[src/assert_macros.svh]
// Assertion macros for the sorted priority queue RTL.
`ifndef ASSERT_MACROS_SVH
`define ASSERT_MACROS_SVH
`ifndef SYNTHESIS
`define ASSERT_CLK(lbl, clk, rst, prop) \
   lbl: assert property (@(posedge clk) disable iff (rst) (prop)) \
      else $error("assertion failed");
`define ASSERT_NEXT(lbl, clk, rst, pre, post) \
   lbl: assert property (@(posedge clk) disable iff (rst) (pre) |=> (post)) \
      else $error("assertion failed");
`else
`define ASSERT_CLK(lbl, clk, rst, prop)
`define ASSERT_NEXT(lbl, clk, rst, pre, post)
`endif
`endif

[src/spq_pkg.sv]
// Types, codes and helpers shared by the sorted priority queue modules.
`default_nettype none
package spq_pkg;

   localparam int QUEUE_DEPTH_DEF = 16;
   localparam int TAG_BITS_DEF    = 16;
   localparam int PRIO_BITS       = 8;
   localparam int IO_TAG_BITS     = 16;

   typedef enum logic [0:0] {
      REQ_ENQUEUE = 1'b0,
      REQ_DEQUEUE = 1'b1
   } req_kind_type;

   typedef enum logic [1:0] {
      ST_ENQUEUED = 2'd0,
      ST_DEQUEUED = 2'd1,
      ST_FULL     = 2'd2,
      ST_EMPTY    = 2'd3
   } status_type;

   typedef enum logic [1:0] {
      OP_HOLD,
      OP_INSERT,
      OP_REMOVE
   } op_type;

   localparam logic [2:0] CAT_P1    = 3'd0;
   localparam logic [2:0] CAT_P2    = 3'd1;
   localparam logic [2:0] CAT_P3    = 3'd2;
   localparam logic [2:0] CAT_ABOVE = 3'd3;
   localparam logic [2:0] CAT_NONE  = 3'd4;

   // broadcast to every cell of the chain
   typedef struct packed {
      op_type                 op;
      logic [PRIO_BITS-1:0]   prio;
   } cell_ctl_type;

   function automatic logic [2:0] category_of(input logic [PRIO_BITS-1:0] p);
      logic [2:0] c;
      if (p == PRIO_BITS'(1))      c = CAT_P1;
      else if (p == PRIO_BITS'(2)) c = CAT_P2;
      else if (p == PRIO_BITS'(3)) c = CAT_P3;
      else if (p > PRIO_BITS'(3))  c = CAT_ABOVE;
      else                         c = CAT_NONE;
      return c;
   endfunction

endpackage
`default_nettype wire

[src/spq_cell.sv]
// One slot of the sorted chain: holds an entry, shifts toward tail or head.
`default_nettype none
module spq_cell #(
   parameter int TAG_BITS = spq_pkg::TAG_BITS_DEF
) (
   input  wire                              clock,
   input  wire                              reset,
   input  wire  spq_pkg::cell_ctl_type      ctl,
   input  wire  [TAG_BITS-1:0]              new_tag,
   input  wire                              prev_shift,
   input  wire                              prev_valid,
   input  wire  [TAG_BITS-1:0]              prev_tag,
   input  wire  [spq_pkg::PRIO_BITS-1:0]    prev_prio,
   input  wire                              next_valid,
   input  wire  [TAG_BITS-1:0]              next_tag,
   input  wire  [spq_pkg::PRIO_BITS-1:0]    next_prio,
   output logic                             shift,
   output logic                             valid,
   output logic [TAG_BITS-1:0]              tag,
   output logic [spq_pkg::PRIO_BITS-1:0]    prio
);

   logic                           valid_ff, valid_in;
   logic [TAG_BITS-1:0]            tag_ff, tag_in;
   logic [spq_pkg::PRIO_BITS-1:0]  prio_ff, prio_in;

   // entry stays put only if it is valid and ranks at or above the newcomer
   assign shift = !(valid_ff && (prio_ff >= ctl.prio));

   always_comb begin
      valid_in = valid_ff;
      tag_in   = tag_ff;
      prio_in  = prio_ff;
      unique case (ctl.op)
         spq_pkg::OP_INSERT: begin
            if (shift) begin
               if (prev_shift) begin
                  valid_in = prev_valid;
                  tag_in   = prev_tag;
                  prio_in  = prev_prio;
               end else begin
                  valid_in = 1'b1;
                  tag_in   = new_tag;
                  prio_in  = ctl.prio;
               end
            end
         end
         spq_pkg::OP_REMOVE: begin
            valid_in = next_valid;
            tag_in   = next_tag;
            prio_in  = next_prio;
         end
         default: begin
         end
      endcase
   end

   always_ff @(posedge clock) begin
      if (reset) begin
         valid_ff <= 1'b0;
      end else begin
         valid_ff <= valid_in;
      end
      tag_ff  <= tag_in;
      prio_ff <= prio_in;
   end

   assign valid = valid_ff;
   assign tag   = tag_ff;
   assign prio  = prio_ff;

endmodule
`default_nettype wire

[src/sorted_priority_queue.sv]
// Top level of the sorted priority queue: cell chain, count and result register.
//
//  channel | dir | tvalid/tready | tdata                        | tuser
//  req     | in  | req_t*        | tag, priority_req            | req_type
//  rsp     | out | rsp_t*        | out_tag, out_priority,       | status
//          |     |               | category, now_empty, occupancy|
//
//  One transfer per cycle unless a stalled result holds: every cell compares
//  with the new priority in parallel and shifts one slot, and the result of
//  each request goes straight into the result register. Synchronous reset
//  clears the valid bits and the count. A stalled result holds; a new
//  request is taken in the cycle the held result leaves.
`default_nettype none
`include "assert_macros.svh"
module sorted_priority_queue #(
   parameter int QUEUE_DEPTH = spq_pkg::QUEUE_DEPTH_DEF,
   parameter int TAG_BITS    = spq_pkg::TAG_BITS_DEF
) (
   input  wire         clock,
   input  wire         reset,
   input  wire         req_tvalid,
   output logic        req_tready,
   input  wire  [23:0] req_tdata,   // tag[15:0], priority_req[23:16]
   input  wire  [0:0]  req_tuser,   // req_type[0]
   output logic        rsp_tvalid,
   input  wire         rsp_tready,
   output logic [39:0] rsp_tdata,   // out_tag[15:0], out_priority[23:16],
                                    // category[26:24], now_empty[27],
                                    // occupancy[32:28], zero[39:33]
   output logic [1:0]  rsp_tuser    // status[1:0]
);

   localparam int CNT_BITS = $clog2(QUEUE_DEPTH + 1);
   localparam int PB       = spq_pkg::PRIO_BITS;

   logic                 accept;
   logic [CNT_BITS-1:0]  count_ff, count_in;
   logic                 is_full, is_empty;
   spq_pkg::cell_ctl_type ctl;
   logic [TAG_BITS-1:0]  new_tag;
   logic [63:0]          tag_wide;
   logic [63:0]          head_wide;
   logic [63:0]          count_wide;

   logic                 cell_shift [QUEUE_DEPTH];
   logic                 cell_valid [QUEUE_DEPTH];
   logic [TAG_BITS-1:0]  cell_tag   [QUEUE_DEPTH];
   logic [PB-1:0]        cell_prio  [QUEUE_DEPTH];
   logic [QUEUE_DEPTH-1:0] valid_vec;

   logic                 rsp_valid_ff;
   spq_pkg::status_type  status_ff, status_in;
   logic [15:0]          otag_ff, otag_in;
   logic [PB-1:0]        oprio_ff, oprio_in;
   logic [2:0]           cat_ff, cat_in;
   logic                 empty_ff, empty_in;
   logic [4:0]           occ_ff, occ_in;

   assign req_tready = !rsp_valid_ff || rsp_tready;
   assign accept     = req_tvalid && req_tready;
   assign is_full    = (count_ff == CNT_BITS'(QUEUE_DEPTH));
   assign is_empty   = (count_ff == '0);

   assign tag_wide = {48'd0, req_tdata[15:0]};
   assign new_tag  = tag_wide[TAG_BITS-1:0];

   always_comb begin
      ctl.prio = req_tdata[23:16];
      ctl.op   = spq_pkg::OP_HOLD;
      if (accept) begin
         if (spq_pkg::req_kind_type'(req_tuser[0]) == spq_pkg::REQ_ENQUEUE) begin
            if (!is_full) ctl.op = spq_pkg::OP_INSERT;
         end else begin
            if (!is_empty) ctl.op = spq_pkg::OP_REMOVE;
         end
      end
   end

   genvar gi;
   generate
      for (gi = 0; gi < QUEUE_DEPTH; gi++) begin : g_cell
         logic                pshift, pvalid, nvalid;
         logic [TAG_BITS-1:0] ptag, ntag;
         logic [PB-1:0]       pprio, nprio;
         if (gi == 0) begin : g_head
            assign pshift = 1'b0;
            assign pvalid = 1'b0;
            assign ptag   = '0;
            assign pprio  = '0;
         end else begin : g_mid
            assign pshift = cell_shift[gi-1];
            assign pvalid = cell_valid[gi-1];
            assign ptag   = cell_tag[gi-1];
            assign pprio  = cell_prio[gi-1];
         end
         if (gi == QUEUE_DEPTH - 1) begin : g_tail
            assign nvalid = 1'b0;
            assign ntag   = '0;
            assign nprio  = '0;
         end else begin : g_body
            assign nvalid = cell_valid[gi+1];
            assign ntag   = cell_tag[gi+1];
            assign nprio  = cell_prio[gi+1];
         end
         spq_cell #(.TAG_BITS(TAG_BITS)) u_cell (
            .clock      (clock),
            .reset      (reset),
            .ctl        (ctl),
            .new_tag    (new_tag),
            .prev_shift (pshift),
            .prev_valid (pvalid),
            .prev_tag   (ptag),
            .prev_prio  (pprio),
            .next_valid (nvalid),
            .next_tag   (ntag),
            .next_prio  (nprio),
            .shift      (cell_shift[gi]),
            .valid      (cell_valid[gi]),
            .tag        (cell_tag[gi]),
            .prio       (cell_prio[gi])
         );
         assign valid_vec[gi] = cell_valid[gi];
      end
   endgenerate

   assign head_wide = 64'(cell_tag[0]);

   always_comb begin
      count_in = count_ff;
      unique case (ctl.op)
         spq_pkg::OP_INSERT: count_in = count_ff + CNT_BITS'(1);
         spq_pkg::OP_REMOVE: count_in = count_ff - CNT_BITS'(1);
         default:            count_in = count_ff;
      endcase
   end

   assign count_wide = 64'(count_in);

   always_comb begin
      otag_in  = '0;
      oprio_in = '0;
      cat_in   = spq_pkg::CAT_NONE;
      if (spq_pkg::req_kind_type'(req_tuser[0]) == spq_pkg::REQ_ENQUEUE) begin
         status_in = is_full ? spq_pkg::ST_FULL : spq_pkg::ST_ENQUEUED;
      end else if (is_empty) begin
         status_in = spq_pkg::ST_EMPTY;
      end else begin
         status_in = spq_pkg::ST_DEQUEUED;
         otag_in   = head_wide[15:0];
         oprio_in  = cell_prio[0];
         cat_in    = spq_pkg::category_of(cell_prio[0]);
      end
      empty_in = (count_in == '0);
      occ_in   = count_wide[4:0];
   end

   always_ff @(posedge clock) begin
      if (reset) begin
         count_ff     <= '0;
         rsp_valid_ff <= 1'b0;
      end else begin
         count_ff <= count_in;
         if (accept) begin
            rsp_valid_ff <= 1'b1;
         end else if (rsp_tready) begin
            rsp_valid_ff <= 1'b0;
         end
      end
      if (accept) begin
         status_ff <= status_in;
         otag_ff   <= otag_in;
         oprio_ff  <= oprio_in;
         cat_ff    <= cat_in;
         empty_ff  <= empty_in;
         occ_ff    <= occ_in;
      end
   end

   assign rsp_tvalid = rsp_valid_ff;
   assign rsp_tuser  = status_ff;
   assign rsp_tdata  = {7'd0, occ_ff, empty_ff, cat_ff, oprio_ff, otag_ff};

   `ASSERT_CLK(a_count_bound, clock, reset, count_ff <= CNT_BITS'(QUEUE_DEPTH))
   `ASSERT_CLK(a_valid_matches_count, clock, reset, $countones(valid_vec) == 32'(count_ff))
   `ASSERT_NEXT(a_remove_decrements, clock, reset, ctl.op == spq_pkg::OP_REMOVE, count_ff == $past(count_ff) - CNT_BITS'(1))
   `ASSERT_NEXT(a_full_rejects, clock, reset, accept && is_full && !req_tuser[0], rsp_tuser == spq_pkg::ST_FULL && count_ff == CNT_BITS'(QUEUE_DEPTH))

endmodule
`default_nettype wire

[config.mk]
export PLATFORM = sky130hd
export DESIGN_NAME = sorted_priority_queue
export DESIGN_NICKNAME = d
export VERILOG_FILES = /design/src/spq_pkg.sv /design/src/spq_cell.sv /design/src/sorted_priority_queue.sv
export VERILOG_INCLUDE_DIRS = /design/src /design/src/src
export SDC_FILE = /design/constraint.sdc
export NUM_CORES = 1
export LEC_CHECK = 0
export BUFFER_PORTS_ARGS = -buffer_cell sky130_fd_sc_hd__buf_4
export CAP_MARGIN = 10
export CELL_PAD_IN_SITES_DETAIL_PLACEMENT = 2
export CELL_PAD_IN_SITES_GLOBAL_PLACEMENT = 2
export CORE_ASPECT_RATIO = 2
export CORE_MARGIN = 2
export CORE_UTILIZATION = 46
export CTS_CLUSTER_DIAMETER = 150
export DETAILED_ROUTE_END_ITERATION = 8
export PLACE_DENSITY_LB_ADDON = 0.1
export SKIP_CTS_REPAIR_TIMING = 1
export SYNTH_ARGS = -nofsm -noshare
export SYNTH_HDL_FRONTEND = slang
export SYNTH_SLANG_ARGS = --single-unit
export TNS_END_PERCENT = 10
[constraint.sdc]
create_clock -name clock -period 13.65 [get_ports clock]
set_clock_uncertainty 0.1 [all_clocks]
set_input_delay 2.73 -clock clock [delete_from_list [all_inputs] [get_ports clock]]
set_output_delay 2.73 -clock clock [all_outputs]
set_load 0.05 [all_outputs]
==> results.py, run 1 <==
metrics = {
    "timing": {
        "setup-violations-final": 0,
        "fmax_mhz": 153,
        "worst_pin_slew_ns": 1.16,
        "min_period_ns": 6.55,
        "rsz0062_at_grt": "no",
        "fin_crit_sh": 0.480,
        "maxSlewViolCount": 0,
        "whs_ns": 0.447,
        "hold_viol_final": 0,
        "tns_ns": 0,
        "max-slew-margin-rel": 0.227,
    },
    "drt": {
        "wire_per_inst_um": 26.6,
        "postRouteAntennaNets": 0,
        "drtIter0Drc": 1042,
        "drc": 0,
        "vias": 18800,
        "drt_wl_total_mm": 82.9,
        "drt_pass1_iterations": 5,
        "routed_via_density": 6.02,
    },
    "die": {
        "start_util": 0.463,
        "core_area_um2": 55100,
        "dieHeight_um": 337,
        "ios": 73,
        "dieArea_um2": 57500,
        "rows": 122,
        "die_w_um": 171,
    },
    "clocking": {
        "clk_latency_ns": 0.59,
        "clockRootBuffer": "clkbuf_16",
        "numCtsBuffers": 42,
        "cts_tree": "built",
        "cts_max_path_buffers": 3,
        "clk_pin_slew_ns": 0.07,
        "htreeDepth": 2,
        "cts.sinks": 441,
    },
    "job": {
        "max_cap_violations": 0,
    },
    "placement": {
        "gp_congestion": 0.787,
        "dpl.cell_count": 3043,
        "portBuffers": 65,
        "dp_hpwl_mm": 56.2,
    },
    "status": {
        "outcome": "finished, final reports clean",
    },
    "logic_synthesis": {
        "synth_cell_types": 57,
        "avgSynthCellArea_um2": 10.7,
        "post-synth-top-area-fraction": 0.493,
        "synth_commonest_cells": "nand2_1 (423), edfxtp_1 (419), mux2i_1 (327), o21ai_0 (236), ha_1 (132)",
        "synth_area_leaders": "edfxtp_1 (49%), mux2i_1 (13%), ha_1 (6.5%), nand2_1 (6.2%), o21ai_0 (4.6%)",
        "ys_seq_elements": 441,
        "yosysTopAreaCell": "edfxtp_1",
        "syn_inst": 2376,
        "synthArstFlopShare": 0,
        "syn-cell-area_um2": 25500,
        "synth_most_common_cell": "nand2_1",
        "synth_edf_count": 419,
        "yosys_warnings": 0,
        "ys_seq_area_frac": 0.510,
        "ys.flop_type": "edfxtp_1",
    },
    "layout": {
        "n_fill_cell": 5563,
        "antenna_cells": 0,
        "final_layout_size_suffix_gt1_frac": 0.0922,
        "utilization": 0.503,
        "stdcell_count": 3119,
        "fin_nets": 2504,
        "area_delta_synth_final_pct": 8.59,
    },
    "grt": {
        "antenna_found_initial": 0,
        "grt_overflow_total": 0,
        "grt_max_degree": 236,
        "grt_pass1_vias": 20900,
        "grt.total_usage": 0.291,
        "grt_pass1_wl_mm": 127,
    },
    "worst_setup_path": {
        "worstSetupEndpointType": "flop",
        "ff2ff_path_depth": 10,
        "r2r-start": "count_ff[2]$_SDFF_PP0_",
        "cp.required_ns": 13.88,
        "crit_arrival_ns": 6.78,
        "slowest_delay_ns": 0.76,
        "cp_max_fo": 235,
        "worst_setup_path_start_kind": "primary input",
        "critPathBufInv": 4,
        "crit_family": "buffers and inverters",
        "reg2reg_to": "g_cell[2].u_cell.tag[5]$_DFFE_PP_",
        "crit_type": "primary input to flop",
        "reg2reg_slack_ns": 8.66,
        "path_common_cell": "buf_12",
        "path_cells": "buf_4 -> o21a_1 -> nand2_1 -> inv_1 -> ha_4 -> buf_12 -> buf_12 -> o21ai_0 -> o311a_1",
        "slowest_stage": "ha_4",
    },
    "power_and_ir_drop": {
        "ir_worst_vdd_uv": 115,
        "totalPowerFinal_mw": 3.47,
        "powerDensity_nw_per_um2": 125,
        "p_leak_nw": 11.6,
    },
    "hold_path": {
        "min_to": "rsp_tvalid$_SDFFE_PP0P_",
        "hold_class": "flop to flop",
        "min_from": "rsp_tvalid$_SDFFE_PP0P_",
        "hold_depth": 2,
    },
}
state kept, by name, summed over array words and instances (netlist names):
signal / cells
cat_ff: 3
oprio_ff: 8
count_ff: 5
g_cell.u_cell.tag: 256
occ_ff: 5
g_cell.u_cell.valid: 16
otag_ff: 16
rsp_tuser: 2
empty_ff: 1
g_cell.u_cell.prio: 128
rsp_tvalid: 1
how the worst max path moves through the flow:
stage,start,to,slack (ns),depth (start not counted)
3_5_place_dp,req_tuser,g_cell[14].u_cell.tag[5]$_DFFE_PP_,6.53,8
3_3_place_gp,req_tuser,g_cell[14].u_cell.tag[11]$_DFFE_PP_,6.72,8
5_1_grt,req_tuser,g_cell[14].u_cell.tag[8]$_DFFE_PP_,6.73,8
6_report,req_tuser,g_cell[2].u_cell.tag[5]$_DFFE_PP_,7.10,9
4_1_cts,req_tuser,g_cell[14].u_cell.tag[8]$_DFFE_PP_,7.09,8
2_1_floorplan,rsp_tready,g_cell[15].u_cell.prio[0]$_SDFFCE_PN0P_,6.13,11
metrics by stage:
step,setup WS [ns],cell area (µm²)
CTS,7.09,27700
global placement,6.72,26500
detailed placement,6.53,26500
global route,6.73,27700
floorplan,6.13,25500
finish,7.10,27700
report_power, final:
part           total, mW  internal (mW)  switching (mW)  leakage (nW)
clock               1.13          0.593           0.542         0.621
sequential          1.75           1.66          0.0896          4.14
combinational      0.584          0.191           0.394          6.86
placed cells by master, fill, tap and decap left out, types with 61 or more instances in the layout:
cell / n
nand2b_1: 74
edfxtp_1: 419
o21ai_1: 111
buf_4: 108
nor2_1: 61
o21ai_0: 234
mux2i_1: 327
nand2_1: 423
ha_1: 130
a21oi_1: 79
worst reg2reg max path: stages (launching register included):
cell,delay (ns)
dfxtp_1,0.48
nor3_1,0.11
nand2b_1,0.13
o21a_1,0.65
nand2_1,0.21
inv_1,0.20
ha_4,0.76
buf_12,0.64
buf_12,0.76
o21ai_0,0.53
o311a_1,0.18
logic make-up (layout without fill, tap and decap cells):
| logic type | Yosys count | in the layout | synth area share |
|---|---|---|---|
| AO/OA/AOI/OAI | 547 | 547 | 0.127 |
| adder cells (fa/ha/maj) | 132 | 132 | 0.0647 |
| AND/OR/NAND/NOR | 680 | 680 | 0.118 |
| other | 1 | 7 | 0.000147 |
| XOR/XNOR | 8 | 8 | 0.00275 |
| flip-flops | 441 | 441 | 0.510 |
| multiplexers | 330 | 330 | 0.130 |
| buffers and inverters | 237 | 230 | 0.0477 |
cell type report:
| class | instances | area (µm²) | area share |
|---|---|---|---|
| well taps | 744 | 931 | 0.0336 |
| inverters | 44 | 165 | 0.00596 |
| clock inverters | 23 | 108 | 0.00388 |
| repair buffers | 110 | 851 | 0.0307 |
| multi-input cells | 1704 | 11500 | 0.415 |
| clock buffers | 53 | 1140 | 0.0413 |
| flip-flops and latches | 441 | 13000 | 0.470 |
routing by layer:
layer	global-route usage	vias to the layer above	part of all wire	wire length, µm
li1	-	8543	-	-
met1	0.336	9680	0.39	32600
met2	0.549	403	0.54	45000
met3	0.0267	159	0.028	2310
met4	0.108	0	0.035	2940
met5	0	-	0	0
No activity file was read; power rests on OpenSTA's default activity.
==> run 2, diff against run 1 <==
--- a/config.mk
+++ b/config.mk
@@ -12,7 +12,7 @@
 export CELL_PAD_IN_SITES_GLOBAL_PLACEMENT = 2
 export CORE_ASPECT_RATIO = 2
 export CORE_MARGIN = 2
-export CORE_UTILIZATION = 46
+export CORE_UTILIZATION = 39
 export CTS_CLUSTER_DIAMETER = 150
 export DETAILED_ROUTE_END_ITERATION = 8
 export PLACE_DENSITY_LB_ADDON = 0.1
==> constraint.sdc (replaced) <==
create_clock -name clock -period 5.8 [get_ports clock]
set_clock_uncertainty 0.1 [all_clocks]
set_input_delay 1.16 -clock clock [delete_from_list [all_inputs] [get_ports clock]]
set_output_delay 1.16 -clock clock [all_outputs]
set_load 0.05 [all_outputs]
==> results.py, run 2 (synthesis gave the netlist of run 1 again) <==
metrics = {
    "drt": {
        "vias": 18500,
        "postRouteAntennaNets": 0,
        "drtIter0Drc": 1033,
        "drt-met1-wl_mm": 33.0,
        "wl_met2_mm": 45.0,
        "drt_wl_total_mm": 82.7,
        "wire_per_inst_um": 25.3,
        "wl_met3_mm": 2.04,
        "drt_pass1_iterations": 5,
        "routed_via_density": 5.68,
        "drc": 0,
        "highest_layer": "met4",
    },
    "clocking": {
        "clockRootBuffer": "clkbuf_16",
        "cts.sinks": 441,
        "clk_latency_ns": 0.59,
        "htreeDepth": 2,
        "numCtsBuffers": 45,
        "cts_tree": "built",
        "cts_max_path_buffers": 3,
        "clk_pin_slew_ns": 0.06,
    },
    "power_and_ir_drop": {
        "ir_worst_vdd_uv": 218,
        "switchingPower_mw": 2.47,
        "p_leak_nw": 11.8,
        "pwr-share-clk": 0.358,
        "p_seq_frac": 0.481,
        "p_int_mw": 6.10,
        "powerDensity_nw_per_um2": 303,
        "combPwrFrac": 0.160,
        "switching_share": 0.288,
    },
    "worst_setup_path": {
        "r2r-start": "count_ff[1]$_SDFF_PP0_",
        "cp.required_ns": 5.92,
        "crit_type": "primary input to flop",
        "worstSetupEndpointType": "flop",
        "ff2ff_path_depth": 11,
        "worst_setup_path_start_kind": "primary input",
        "crit_arrival_ns": 4.14,
        "reg2reg_to": "g_cell[2].u_cell.tag[8]$_DFFE_PP_",
        "endpoint": "g_cell[12].u_cell.prio[0]$_DFFE_PP_",
        "cp_max_fo": 24,
        "crit_start": "req_tdata[22]",
        "reg2reg_slack_ns": 1.86,
    },
    "grt": {
        "grt.total_usage": 0.248,
        "grt_pass1_vias": 20800,
        "antenna_found_initial": 2,
        "grt_overflow_total": 0,
        "grt_max_degree": 190,
        "grt_pass1_wl_mm": 128,
    },
    "hold_path": {
        "hold_class": "flop to flop",
    },
    "layout": {
        "regArea_um2": 13000,
        "n_fill_cell": 6769,
        "largest_reg_flops": 256,
        "antenna_cells": 0,
        "area_delta_synth_final_pct": 10.7,
        "final_layout_size_suffix_gt1_frac": 0.0983,
        "stdcell_count": 3262,
        "layout_common_cells": "nand2_1 (423), edfxtp_1 (419), mux2i_1 (327)",
        "fin_nets": 2517,
        "utilization": 0.437,
        "multiInputGateArea_um2": 11500,
        "final_common_cell": "nand2_1",
    },
    "timing": {
        "max-slew-margin-rel": 0.119,
        "maxSlewViolCount": 0,
        "fmax_mhz": 249,
        "hold_viol_final": 0,
        "whs_ns": 0.438,
        "fin_crit_sh": 0.694,
        "min_period_ns": 4.02,
        "tns_ns": 0,
        "setup_slack_ns": 1.78,
        "setup-violations-final": 0,
        "worst_pin_slew_ns": 1.32,
        "rsz0062_at_grt": "no",
    },
    "placement": {
        "gp_congestion": 0.803,
        "dpl.cell_count": 3180,
        "dp_hpwl_mm": 58.7,
        "portBuffers": 65,
        "dpl_worst_slack_ns": 1.12,
    },
    "die": {
        "start_util": 0.394,
        "rows": 132,
        "dieArea_um2": 67600,
        "core_area_um2": 64700,
        "ios": 73,
        "dieHeight_um": 366,
        "die_w_um": 185,
    },
    "job": {
        "max_cap_violations": 0,
    },
    "status": {
        "outcome": "finished, final reports clean",
    },
}
[run 2: worst min path at each step]
stage	startpoint	to	slack, ns	depth (start not counted)
6_report	g_cell[15].u_cell.tag[13]$_SDFFCE_PN0P_	g_cell[14].u_cell.tag[13]$_DFFE_PP_	0.44	2
5_1_grt	g_cell[15].u_cell.tag[13]$_SDFFCE_PN0P_	g_cell[14].u_cell.tag[13]$_DFFE_PP_	0.46	2
4_1_cts	g_cell[15].u_cell.tag[13]$_SDFFCE_PN0P_	g_cell[14].u_cell.tag[13]$_DFFE_PP_	0.45	2
3_5_place_dp	g_cell[15].u_cell.tag[13]$_SDFFCE_PN0P_	g_cell[14].u_cell.tag[13]$_DFFE_PP_	0.43	2
3_3_place_gp	g_cell[15].u_cell.tag[10]$_SDFFCE_PN0P_	g_cell[14].u_cell.tag[10]$_DFFE_PP_	0.41	2
2_1_floorplan	g_cell[15].u_cell.tag[0]$_SDFFCE_PN0P_	g_cell[14].u_cell.tag[0]$_DFFE_PP_	0.40	2
[run 2: layer usage]
metal,track usage,up-vias
met4,0.0818,0
met1,0.291,9545
met5,0,-
li1,-,8569
met2,0.464,296
met3,0.0242,130
[run 2: metrics by stage]
stage	power [mW]	instance area, µm²
after floorplan	5.00	25600
after global placement	5.49	26800
after detailed placement	5.59	26800
after CTS	8.69	28300
after global routing	8.95	28300
final	8.57	28300
[run 2: area by class of cell]
class	instances	share of cell area
Tap cell	871	0.0386
Clock inverter	25	0.00943
Clock buffer	57	0.0433
Multi-Input combinational cell	1704	0.408
Inverter	44	0.00584
Sequential cell	441	0.461
Timing Repair Buffer	120	0.0345
[run 2: power by group through the flow]
| stage | registers (mW) | logic [mW] | clock network, mW |
|---|---|---|---|
| after CTS | 4.13 | 1.40 | 3.17 |
| final | 4.12 | 1.37 | 3.07 |
| after global routing | 4.16 | 1.53 | 3.26 |
| after detailed placement | 4.19 | 1.39 | 0 |
| after global placement | 4.18 | 1.31 | 0 |
| after floorplan | 4.17 | 0.831 | 0 |
[run 2: worst max-delay path: stages]
cell and delay, ns:
buf_4 0.20, inv_1 0.54, ha_1 0.36, and3_1 0.20, a221oi_1 0.36, o32a_2 0.68, nor2_1 0.12, nor2_2 0.10
buf_4 0.41
==> run 3, diff against run 2 <==
--- a/config.mk
+++ b/config.mk
@@ -6,13 +6,14 @@
 export SDC_FILE = /design/constraint.sdc
 export NUM_CORES = 1
 export LEC_CHECK = 0
+export ABC_AREA = 1
 export BUFFER_PORTS_ARGS = -buffer_cell sky130_fd_sc_hd__buf_4
 export CAP_MARGIN = 10
 export CELL_PAD_IN_SITES_DETAIL_PLACEMENT = 2
 export CELL_PAD_IN_SITES_GLOBAL_PLACEMENT = 2
 export CORE_ASPECT_RATIO = 2
 export CORE_MARGIN = 2
-export CORE_UTILIZATION = 39
+export CORE_UTILIZATION = 35
 export CTS_CLUSTER_DIAMETER = 150
 export DETAILED_ROUTE_END_ITERATION = 8
 export PLACE_DENSITY_LB_ADDON = 0.1
==> constraint.sdc (replaced) <==
create_clock -name clock -period 3.4 [get_ports clock]
set_clock_uncertainty 0.1 [all_clocks]
set_input_delay 0.68 -clock clock [delete_from_list [all_inputs] [get_ports clock]]
set_output_delay 0.68 -clock clock [all_outputs]
set_load 0.05 [all_outputs]
==> results.py, run 3 <==
metrics = {
    "clocking": {
        "htreeDepth": 2,
        "numCtsBuffers": 47,
        "clk_pin_slew_ns": 0.06,
        "clockRootBuffer": "clkbuf_16",
        "cts_tree": "built",
        "cts_max_path_buffers": 3,
        "clk_latency_ns": 0.62,
        "cts.sinks": 441,
    },
    "die": {
        "rows": 143,
        "dieArea_um2": 78600,
        "start_util": 0.353,
        "ios": 73,
        "die_w_um": 199,
        "dieHeight_um": 395,
        "core_area_um2": 75700,
    },
    "worst_setup_path": {
        "path_common_cell": "nand2_1",
        "crit_family": "simple AND/OR/NAND/NOR gates",
        "worstSetupEndpointType": "flop",
        "crit_arrival_ns": 3.28,
        "critPathBufInv": 2,
        "path_cells": "nor4_2 -> nand2_1 -> nand2_1 -> nor2_1 -> inv_1 -> ha_4 -> xor2_1 -> ha_1 -> inv_1 -> nand2_1 -> nand2_2 -> o21ai_2 -> xor2_1 -> nand2_1 -> nand2_1 -> nor2_1",
        "worst_setup_path_start_kind": "flop",
        "cp.required_ns": 3.66,
        "reg2reg_slack_ns": 0.38,
        "crit_type": "flop to flop",
        "slowest_delay_ns": 0.38,
        "cp_max_fo": 11,
        "slowest_stage": "dfxtp_1",
    },
    "grt": {
        "grt_max_degree": 194,
        "grt_pass1_vias": 24900,
        "antenna_found_initial": 1,
        "grt_pass1_wl_mm": 135,
        "grt.total_usage": 0.218,
        "grt_overflow_total": 0,
    },
    "power_and_ir_drop": {
        "ir_worst_vdd_uv": 416,
        "p_leak_nw": 14.3,
        "powerDensity_nw_per_um2": 562,
        "totalPowerFinal_mw": 16.7,
    },
    "timing": {
        "hold_viol_final": 0,
        "worst_pin_slew_ns": 0.985,
        "tns_ns": 0,
        "setup-violations-final": 0,
        "min_period_ns": 3.02,
        "fin_crit_sh": 0.887,
        "max-slew-margin-rel": 0.343,
        "fmax_mhz": 332,
        "maxSlewViolCount": 0,
        "rsz0062_at_grt": "no",
    },
    "drt": {
        "drc": 0,
        "drt_wl_total_mm": 84.0,
        "drt_pass1_iterations": 4,
        "routed_via_density": 4.88,
        "drtIter0Drc": 654,
        "wire_per_inst_um": 18.8,
        "postRouteAntennaNets": 0,
        "vias": 21800,
    },
    "logic_synthesis": {
        "avgSynthCellArea_um2": 7.82,
        "synth_edf_count": 419,
        "post-synth-top-area-fraction": 0.471,
        "synth_xor_area_frac": 0.00192,
        "synthSimpleGateAreaFrac": 0.293,
        "synth_mux_area_frac": 0,
        "synth_commonest_cells": "nand2_1 (1445), inv_1 (458), edfxtp_1 (419), nand3_1 (313), ha_1 (132)",
        "ys_seq_elements": 441,
        "synth_top_family_by_area": "simple AND/OR/NAND/NOR gates",
        "synth_cell_types": 39,
        "synth_area_leaders": "edfxtp_1 (47%), nand2_1 (20%), inv_1 (6.4%), ha_1 (6.2%), nand3_1 (5.9%)",
        "synthArstFlopShare": 0,
        "yosys_warnings": 0,
        "synth_compound_area_frac": 0.0478,
        "yosysTopAreaCell": "edfxtp_1",
        "syn-cell-area_um2": 26700,
        "ys_seq_area_frac": 0.488,
        "synth_most_common_cell": "nand2_1",
        "syn_inst": 3414,
        "synthAdderAreaFrac": 0.0619,
        "ys.flop_type": "edfxtp_1",
    },
    "placement": {
        "dp_hpwl_mm": 62.4,
        "gp_congestion": 0.803,
        "portBuffers": 65,
    },
    "layout": {
        "fin_nets": 3577,
        "final_layout_size_suffix_gt1_frac": 0.0722,
        "area_delta_synth_final_pct": 11.7,
        "largest_reg_flops": 256,
        "final_common_cell": "nand2_1",
        "antenna_cells": 0,
        "utilization": 0.394,
        "layout_common_cells": "nand2_1 (1444), inv_1 (458), edfxtp_1 (419)",
    },
    "status": {
        "outcome": "finished, final reports clean",
    },
    "job": {
        "max_cap_violations": 0,
    },
    "hold_path": {
        "hold_class": "primary input to flop",
    },
}
==> run 3: cell types whose count changed in the layout (fill, tap and decap cells not counted), moves of 47 or more <==
cell | before | now
o21ai_0 | 234 | 75
nand2_1 | 423 | 1444
nand2b_1 | 74 | 0
mux2i_1 | 327 | 0
nand3_1 | 29 | 313
inv_1 | 44 | 458
o21ai_1 | 111 | 64
==> run 3: metal layers <==
layer / wire (µm) / share of wire / global-route usage
met5: 0 / 0 / 0
met4: 2380 / 0.028 / 0.0697
met3: 1740 / 0.021 / 0.0209
met2: 49500 / 0.59 / 0.453
met1: 30500 / 0.36 / 0.217
==> run 3: power by group <==
part | switching [mW] | total [mW] | internal, mW
registers | 0.420 | 7.47 | 7.05
clock network | 2.31 | 5.13 | 2.82
logic | 2.77 | 4.15 | 1.38
total | 5.50 | 16.7 | 11.3
==> run 3: path summary, 6_finish.rpt <==
path	start	endpoint	depth (start not counted)
worst min-delay path	req_tuser	rsp_tuser[0]$_DFFE_PP_	1
worst min register to register	g_cell[15].u_cell.valid$_SDFFE_PP0P_	g_cell[15].u_cell.valid$_SDFFE_PP0P_	2
worst max register to register	count_ff[0]$_SDFF_PP0_	empty_ff$_DFFE_PP_	16
worst max-delay path	count_ff[0]$_SDFF_PP0_	empty_ff$_DFFE_PP_	16
==> run 3: final cells by class <==
type | count | area (µm²)
clock inverter | 20 | 185
timing repair buffer | 136 | 1420
sequential | 441 | 13000
fill | 8760 | 45900
inverter | 476 | 1800
multi-input combinational | 2314 | 10900
tap | 1015 | 1270
clock buffer | 64 | 1260
==> run 3: kinds of logic (layout without fill, tap and decap cells) <==
kind of cell	after synthesis	in the layout
flip-flops	441	441
XOR/XNOR	5	5
buffers and inverters	665	696
AND/OR/NAND/NOR	1920	1920
other	1	7
adder cells (fa/ha/maj)	132	132
AO/OA/AOI/OAI	250	250
==> run 3: per-stage QoR <==
stage | setup slack, ns | hold slack [ns] | cells | cell area (µm²)
4_1_cts | 0.377 | 0.110 | 4466 | 29800
6_report | 0.384 | 0.148 | 4466 | 29800
3_5_place_dp | 0.196 | 0.405 | 4382 | 28400
3_3_place_gp | 0.312 | 0.387 | 4382 | 28400
5_1_grt | 0.173 | 0.134 | 4466 | 29800
2_1_floorplan | 0.0328 | 0.366 | 3420 | 26700
